File: src/rtl/core/clti_pkg.sv
// ----------------------------------------------------------------------------
// clti_pkg
// Shared types and constants for the clamped linear table interpolator.
// ----------------------------------------------------------------------------
package clti_pkg;

    localparam int Q_W   = 32;   // Q16.16 word
    localparam int FRAC  = 16;   // fraction bits
    localparam int W_W   = 17;   // interpolation weight, 0..65536
    localparam int CFG_W = 7;    // entries_in_use register
    localparam int IDX_W = 6;    // load slot field
    localparam int STEP_W = 5;   // divider step counter

    localparam logic OP_QUERY = 1'b0;
    localparam logic OP_LOAD  = 1'b1;

    // one table row: breakpoint angle with its two coefficients
    typedef struct packed {
        logic [Q_W-1:0] angle;
        logic [Q_W-1:0] drag;
        logic [Q_W-1:0] lift;
    } t_entry;

    localparam int ENTRY_W = $bits(t_entry);

    typedef struct packed {
        logic           start;
        logic [Q_W-1:0] num;
        logic [Q_W-1:0] den;
    } t_div_req;

    typedef struct packed {
        logic           done;
        logic [W_W-1:0] quo;
    } t_div_rsp;

endpackage

File: src/rtl/core/clti_div.sv
// ----------------------------------------------------------------------------
// clti_div
// Restoring divider for the weight floor(num * 2^16 / den), num <= den.
// One quotient bit per cycle.
// ----------------------------------------------------------------------------
module clti_div (
    input  logic               i_clk,
    input  logic               i_rst_n,
    input  clti_pkg::t_div_req i_req,
    output clti_pkg::t_div_rsp o_rsp
);

    localparam int QW = clti_pkg::Q_W;
    localparam int WW = clti_pkg::W_W;
    localparam int SW = clti_pkg::STEP_W;

    logic          r_busy;
    logic [SW-1:0] r_step;
    logic [QW:0]   r_rem;
    logic [QW-1:0] r_den;
    logic [WW-1:0] r_quo;

    logic [QW:0]   n_trial;
    logic          n_ge;
    logic [QW:0]   n_rem;
    logic [WW-1:0] n_quo;
    logic          n_last;

    always_comb begin
        // first step tests the integer bit, no shift
        n_trial = (r_step == '0) ? r_rem : {r_rem[QW-1:0], 1'b0};
        n_ge    = n_trial >= {1'b0, r_den};
        n_rem   = n_ge ? (n_trial - {1'b0, r_den}) : n_trial;
        n_quo   = {r_quo[WW-2:0], n_ge};
        n_last  = r_step == SW'(WW - 1);
    end

    always_ff @(posedge i_clk) begin
        if (!i_rst_n) begin
            r_busy <= 1'b0;
            r_step <= '0;
        end else begin
            if (i_req.start) begin
                r_busy <= 1'b1;
                r_step <= '0;
                r_rem  <= {1'b0, i_req.num};
                r_den  <= i_req.den;
                r_quo  <= '0;
            end else if (r_busy) begin
                r_rem  <= n_rem;
                r_quo  <= n_quo;
                r_step <= r_step + 1'b1;
                if (n_last) begin
                    r_busy <= 1'b0;
                end
            end
        end
    end

    assign o_rsp.done = r_busy && n_last;
    assign o_rsp.quo  = n_quo;

endmodule

File: config.mk
export PLATFORM = sky130hd
export DESIGN_NAME = clti_div
export DESIGN_NICKNAME = d
export VERILOG_FILES = /design/src/rtl/core/clti_pkg.sv /design/src/rtl/core/clti_div.sv
export SDC_FILE = /design/constraint.sdc
export NUM_CORES = 1
export LEC_CHECK = 0
export ABC_AREA = 0
export ABC_CLOCK_PERIOD_IN_PS = 10700
export BUFFER_PORTS_ARGS = -buffer_cell sky130_fd_sc_hd__buf_2
export CORE_UTILIZATION = 57
export DETAILED_ROUTE_END_ITERATION = 8
export GPL_TIMING_DRIVEN = 0
export PLACE_DENSITY = 0.79
export RECOVER_POWER = 100
export SLEW_MARGIN = 20
export SYNTH_ARGS = -nofsm -noshare
export SYNTH_HDL_FRONTEND = slang
export SYNTH_SLANG_ARGS = --single-unit
File: constraint.sdc
create_clock -name i_clk -period 10.7 [get_ports i_clk]
set_clock_uncertainty 0.15 [all_clocks]
set_input_delay 1.07 -clock i_clk [delete_from_list [all_inputs] [get_ports i_clk]]
set_output_delay 1.07 -clock i_clk [all_outputs]
set_load 0.02 [all_outputs]
-- Yosys cells after proc, flatten, opt, wreduce, memory -nomap -nowiden
Index checks and enable logic that the tools add are counted.
- flip-flop bits (word level): 87
- input bits: 67
- output and inout port bits: 18
- word-level logic and storage cells: 25
- add/subtract/negate cells: 2
- magnitude comparators: 1
- equal/unequal tests: 1
- multiplexer cells: 8
- bitwise operators: 1
- reduce and logical (&&, ||, !) cells: 6
- operator list (operator ; count):
    two-way mux 33 bit ; 3
    greater-or-equal comparator 33 x 32 -> 1 bit ; 1
    subtractor 33 x 32 -> 33 bit ; 1
    two-way mux 32 bit ; 1
    two-way mux 16 bit ; 1
    adder 5 x 1 -> 5 bit (second input constant) ; 1
    equality test 5 bit (second input constant) ; 1
    zero test 5 bit ; 1
    AND reduction 2 bit ; 2
    two-way mux 1 bit ; 3
    nonzero test 2 bit ; 1
    OR reduction 2 bit ; 1
    logical AND 1 bit ; 1
    NOT 1 bit ; 1

-- Depth between registers and ports, before layout
Gate-level depths: netlist of the first run.
- depth after elaboration: 6
- mapped depth: 18
- depth with buffers taken out: 15

-- Worst setup path after synthesis of the first run
No wires, ideal clock.
- kind: reg2out
- start point: register r_step[0]
- end point: output o_rsp[0] in the netlist's numbering
- arrival time: 3752 ps
- data required time: 9480 ps
- setup slack: 5728 ps
- cell stages (with the launch flop): 18
- buffers on the path: 5
- cell sequence: dfxtp_1 inv_1 ha_1 nor4b_4 clkbuf_1 buf_2 mux2_2 ha_1 clkbuf_1 a21oi_1 o21ai_1 a2111oi_2 nand2_1 o211ai_2 and2_4 inv_1 buf_2 buf_4
- longest elaborated chain between the ends: 3
- RTL lines (element ; line ; source):
    start, declared ; clti_div.sv:18 ; logic [SW-1:0] r_step;
    start signal, assigned ; clti_div.sv:52 ; r_step <= r_step + 1'b1;
    zero test 5 bit ; clti_div.sv:31 ; n_trial = (r_step == '0) ? r_rem : {r_rem[QW-1:0], 1'b0};
    two-way mux 33 bit ; clti_div.sv:31 ;
    greater-or-equal comparator 33 x 32 -> 1 bit ; clti_div.sv:32 ; n_ge = n_trial >= {1'b0, r_den};
    end, declared ; clti_div.sv:10 ; output clti_pkg::t_div_rsp o_rsp
Every way passes these cells.

-- Worst setup path in the final report of the first run
Same ends and word-level chain as after synthesis.

==> impl_results.md, run 1 <==
* DIE AREA at 10800 sq um
* Overflow left after global routing at 0
* Peak Freq at 118 MHz
* Setup TNS at 0 ps
* Minimum clock period at 8490 ps
* First-pass GRT wire length at 25000 microns
* Hold Startpoint: r_step[4]$_SDFFE_PP0P_
* Total CTS buffers at 9
* Total track usage at 29.8%
* Fin nets at 783
* FF-to-FF Start: r_step[0]$_SDFFE_PP0P_
* Layout cells sized above 1 at 18.4%
* Max-cap violations at 1
* Clk Tree Root Cell: clkbuf_8
* Post-synth top area share at 41.1%
* Slowest CP cell: nor4b_1
* Die height at 104 microns
* Num rows at 36
* CTS tree: done
* Cells along the critical path: inv_1 -> ha_1 -> nor4b_1 -> clkbuf_1 -> clkbuf_1 -> mux2i_1 -> inv_1 -> ha_1 -> nand2b_1 -> a211oi_2 -> o21ai_1 -> a31oi_2 -> o211ai_1 -> and2_4 -> inv_1 -> clkbuf_1 -> buf_4 -> buf_2
* Worst Max-Slew Pin Slew at 1980 ps
* Largest net degree at the start of global routing at 29
* # resized after CTS at 0
* RSZ-0062 raised after global routing: no
* Via Count at 4910
* Synth Warn # at 0
* DRC Markers at 0
* First-pass DRT Iterations at 5
* Io pins at 85
* CTS Hold Bufs at 0
* VDD IR-drop max at 83.5 uV
* Port bufs at 83
* Power Density at 159 nW/um^2
* Cell count after placement at 803
* Final Power at 1.05 mW
* Drt wl/cell at 19.1 microns
* Initial detailed-routing violation count at 305
* Clk_lat worst skew at 380 ps
* Mapped Nets at 687
* Lkg Pwr at 2.69 nW
* Asr flop ratio synth at 0%
* # fillers at 838
* Die width at 104 microns
* Most common cell after layout, fill and taps aside: edfxtp_1
* Final worst path period share at 79.3%
* Max Fanout on Critical Path at 10
* Worst setup EP type: output pin
* Critical path arrival at 7270 ps
* Sequential cell area at 2550 sq um
* Core area at 9910 sq um
* Hpwl dp at 11700 microns
* Max Root-Sink Buffers at 2
* Area contributors post-synth: edfxtp_1 (41%), ha_1 (7.2%), mux2_2 (5.5%)
* R2r setup slk at 2860 ps
* DR vias/cell at 6.00
* CP Launch Point: r_step[0]$_SDFFE_PP0P_
* Synthesized area at 5920 sq um
* Starting Density at 59.7%
* Drt total wl at 15700 microns
* Yosys reg bits at 87
* Commonest non-fill, non-tap cells in the layout: edfxtp_1 (81), buf_2 (68), inv_1 (48)
* CTS sink cnt at 87
* Slew Viols, Final at 7
* Non-filler cells, final at 819
* Final hold vios at 0
* Worst min path class: flop to flop
* Crit path launch type: flop
* Number of global-route vias before repair at 4877
* CP required at 9480 ps
* P&R area growth vs syn at 11.7%
* Mapped Avg Cell Area at 10.1 sq um
* Yosys cell types at 65
* Cell taking the most area after synthesis: edfxtp_1
* Crit path kind: flop to output pin
* Post-synth EDFFs at 81
* H-tree lvl count at 3
* Post-CTS setup buffers at 0
* Clk slew on worst S/H paths at 100 ps
* Worst relative slew slack at -33.5%
* Remaining antenna violation count at 0
* Mapped Cells at 585
* Failing checks: max-capacitance violations, max-slew violations
* Seq/Total Area, Yosys at 43.1%
* Worst path max stage delay at 1540 ps
* Footprint of the multi-input gates at 3010 sq um
* Status: complete, but fails checks
* Initial antenna violation count at 0
* Most used DFF post-synth: edfxtp_1
* Antenna Cells at 0
* Final setup vio count at 0
* Placer Congestion at 0.928
registers in the layout, indices dropped and copies added, names as in the netlist:
name    cells
r_step      5
r_quo      16
r_den      32
r_rem      33
r_busy      1
cell type report:
cell class | instances | area share, %
Sequential cell | 87 | 38.6
Buffer | 29 | 1.76
Tap cell | 133 | 2.52
Timing Repair Buffer | 85 | 6.07
Inverter | 48 | 2.72
Clock inverter | 7 | 0.946
Clock buffer | 9 | 1.87
Multi-Input combinational cell | 421 | 45.5
critical path: cells and delay by family (launching register included):
kind | cells | cell delay (ps)
buf+inv | 8 | 2590
mux | 1 | 410
compound gates | 4 | 1110
flops | 1 | 370
simple gates | 3 | 1900
fa+ha+maj | 2 | 480
per-stage QoR:
stage	hold WS, ps	cell area [sq um]	util (%)	setup WS [ps]
2_1_floorplan	339	5920	-	5730
3_3_place_gp	364	6500	65.6	4380
3_5_place_dp	382	6560	66.2	4330
4_1_cts	407	6750	68.1	3880
5_1_grt	421	6620	66.8	1860
6_report	373	6620	66.8	2210
kinds of logic after synthesis:
group                    share of synthesized area [%]
AND/OR/NAND/NOR                                   12.6
flip-flops                                        43.1
adder cells (fa/ha/maj)                           7.52
XOR/XNOR                                          4.73
AO/OA/AOI/OAI                                     20.5
buffers and inverters                             5.24
multiplexers                                      6.36
path summary, 6_finish.rpt:
check,to,cells past startpoint
setup / recovery,o_rsp[0],18
hold / removal,r_busy$_SDFF_PN0_,1
setup reg to reg,r_rem[0]$_DFFE_PP_,18
hold reg to reg,r_busy$_SDFF_PN0_,1
report_power, final:
group	switching, mW	total (mW)	internal, mW	leakage [nW]
Sequential	0.0122	0.422	0.410	0.819
Combinational	0.239	0.399	0.160	1.78
Clock	0.138	0.228	0.0897	0.0980
Total	0.390	1.05	0.660	2.69
Yosys cell counts, drive strengths merged, types with 2 or more instances:
cell type and n:
nor3 4, o31ai 2, dfxtp 6, mux2i 5, or2 2, mux2 29, o21ai 41, clkbuf 21
a2111oi 2, or3 5, a21oi 43, o211ai 5, edfxtp 81, nor3b 2, nor2 28, a21boi 2
a31oi 17, and2 3, nor2b 18, ha 34, nand4 11, o21bai 6, buf 8, xor2 14
nand2 39, a211oi 6, o22a 4, a221o 6, a21o 8, a221oi 3, nand2b 7, a2bb2oi 9
nand3 6, and3 11, xnor2 18, nor4 3, inv 48, o21a 14
layer usage:
metal  track usage [%]  part of all wire [%]  vias to the layer above
li1                  -                     -                     2372
met4              11.3                   2.4                        0
met3              3.70                   6.2                       27
met5                 0                     0                        -
met2              47.9                    46                      188
met1              41.3                    46                     2323
Power figures use the tool's default switching activity.
==> inputs of run 2 (changes only) <==
ABC_AREA = 1   (was 0)
ABC_CLOCK_PERIOD_IN_PS = 8200   (was 10700)
PLACE_DENSITY = 0.78   (was 0.79)
clock period = 8.2 ns   (was 10.7 ns; I/O delays follow)
==> run 2 against run 1 <==
Against the previous run: the run still ends with max-capacitance violations, max-slew violations left; critical endpoint unchanged; critical path depth fell by 1; die area rose by 17%; setup slack improved by 230 ps; sequential share of layout area fell by 5.9 points; clock-buffer cell count did not move; largest cell class unchanged; critical path type unchanged; sequential power rose by 35%; area after synthesis rose by 18%; final area rose by 18%.
==> impl_results.md, run 2 <==
* Clk Tree Root Cell: clkbuf_16
* Lkg Pwr at 4.28 nW
* Synth Warn # at 0
* Initial antenna violation count at 1
* Post-synth EDFFs at 81
* Io pins at 85
* CTS Hold Bufs at 0
* Max Fanout on Critical Path at 10
* Number of global-route vias before repair at 6165
* CTS tree: done
* First-pass DRT Iterations at 6
* Final hold vios at 0
* Layout cells sized above 1 at 8.49%
* Crit path launch type: flop
* Crit path kind: flop to output pin
* Initial detailed-routing violation count at 479
* Worst Max-Slew Pin Slew at 2170 ps
* Top post-synthesis cells by count: nand2_1 (390), inv_1 (245), nand3_1 (96)
* RSZ-0062 raised after global routing: no
* Placer Congestion at 0.994
* # resized after CTS at 0
* Post-CTS setup buffers at 0
* Die width at 113 microns
* Non-filler cells, final at 1301
* Biggest regs: r_rem x33, r_den x32, r_quo x16
* Most common cell after layout, fill and taps aside: nand2_1
* Worst setup EP type: output pin
* Max-cap violations at 1
* Area contributors post-synth: edfxtp_1 (35%), nand2_1 (21%), inv_1 (13%)
* Cell Area, Placed at 7570 sq um
* Failing checks: max-capacitance violations, max-slew violations
* Antenna Cells at 0
* CP required at 7230 ps
* Status: complete, but fails checks
* Via Count at 6605
* Power Density at 226 nW/um^2
* Drt total wl at 18000 microns
* Reg power frac at 32.3%
* Commonest non-fill, non-tap cells in the layout: nand2_1 (393), inv_1 (245), nand3_1 (97)
* Largest Register: r_rem
* Mapped Nets at 1157
* First-pass GRT wire length at 29100 microns
* Clk slew on worst S/H paths at 70 ps
* Cell taking the most area after synthesis: edfxtp_1
* Core area at 12000 sq um
* Net Switching at 715 uW
* Port bufs at 83
* Total CTS buffers at 9
* DRC Markers at 0
* Asr flop ratio synth at 0%
* Overflow left after global routing at 0
* Num rows at 40
* Hpwl dp at 13700 microns
* Fin nets at 1251
* Seq/Total Area, Yosys at 36.6%
* Final worst path period share at 70.2%
* Slew Viols, Final at 51
* DR vias/cell at 5.08
* H-tree lvl count at 3
* Total track usage at 29.8%
* Starting Density at 58.2%
* Clk pwr share at 25.1%
* Synthesized area at 6970 sq um
* Max Root-Sink Buffers at 2
* VDD IR-drop max at 185 uV
* Design Area, Final at 7800 sq um
* Most used DFF post-synth: edfxtp_1
* Max FFs per register at 33
* Setup TNS at 0 ps
* Worst relative slew slack at -45.3%
* P&R area growth vs syn at 12.0%
* Final setup vio count at 0
* Clk_lat worst skew at 370 ps
* Peak Freq at 174 MHz
* Cell count after placement at 1285
* DIE AREA at 12700 sq um
* Dominant cell by count in the synthesized netlist: nand2_1
* Mapped Cells at 1055
* Minimum clock period at 5760 ps
* Internal at 1.05 mW
* Critical path arrival at 4790 ps
* Mapped Avg Cell Area at 6.60 sq um
* Post-synth top area share at 34.9%
* Drt wl/cell at 13.9 microns
* # fillers at 1168
* Largest net degree at the start of global routing at 51
* Remaining antenna violation count at 0
* Yosys cell types at 38
* CTS sink cnt at 87
* Switching portion of total power at 40.6%
* Comb pwr share at 42.6%
* Yosys reg bits at 87
* Die height at 113 microns
* Worst min path class: flop to flop
## run 2: critical path, cell delays in order (launching register included)
cell,delay (ps)
dfxtp_1,380
inv_1,80
ha_1,210
nand3_1,390
clkbuf_1,440
o21ai_0,240
ha_1,400
nand2_1,150
nor2_1,260
nand2_1,140
nor3_1,150
nand2_1,100
nand2_1,100
nand2_1,210
nand2_1,310
clkbuf_1,470
clkbuf_4,240
buf_2,150
## run 2: final timing paths
| kind | start | end | slack [ps] | depth (start not counted) |
|---|---|---|---|---|
| worst max-delay path | r_step[1]$_SDFFE_PP0P_ | o_rsp[0] | 2440 | 17 |
| worst min-delay path | r_step[0]$_SDFFE_PP0P_ | r_step[0]$_SDFFE_PP0P_ | 370 | 2 |
| worst max register to register | r_step[1]$_SDFFE_PP0P_ | r_rem[18]$_DFFE_PP_ | 3440 | 18 |
| worst min register to register | r_step[0]$_SDFFE_PP0P_ | r_step[0]$_SDFFE_PP0P_ | 370 | 2 |
## run 2: power by group through the flow
stage	Clock, mW	Sequential, mW	Combinational (mW)
6_report	0.443	0.568	0.750
5_1_grt	0.464	0.574	0.850
4_1_cts	0.445	0.567	0.755
3_5_place_dp	0	0.576	0.748
3_3_place_gp	0	0.576	0.736
2_1_floorplan	0	0.581	0.557
## run 2: layout make-up
type	count	area (sq um)	area share [%]
clock buffers	9	225	2.89
repair buffers	83	394	5.05
plain buffers	25	105	1.35
inverters	247	927	11.9
multi-input cells	696	3330	42.7
clock inverters	7	83.8	1.07
well taps	147	184	2.36
flip-flops and latches	87	2550	32.7
## run 2: cells by family after synthesis
logic type | after synthesis | synth area share [%]
compound gates | 63 | 4.99
simple gates | 583 | 34.9
flops | 87 | 36.6
buf+inv | 272 | 15.1
fa+ha+maj | 35 | 6.39
xor+xnor | 15 | 1.89
## run 2: per-layer routing
metal / track usage [%] / wire [microns]
met1: 38.0 / 8060
met2: 49.7 / 8270
met3: 7.02 / 1320
met4: 10.3 / 391
met5: 0 / 0
## run 2: stage by stage
stage | power, mW | util (%) | setup WS (ps) | hold WS, ps
3_3_place_gp | 1.31 | 63.3 | 3820 | 346
6_report | 1.76 | 65.2 | 2440 | 373
4_1_cts | 1.77 | 65.9 | 3340 | 374
3_5_place_dp | 1.32 | 63.3 | 3760 | 357
5_1_grt | 1.89 | 65.2 | 2030 | 401
2_1_floorplan | 1.14 | - | 4620 | 331
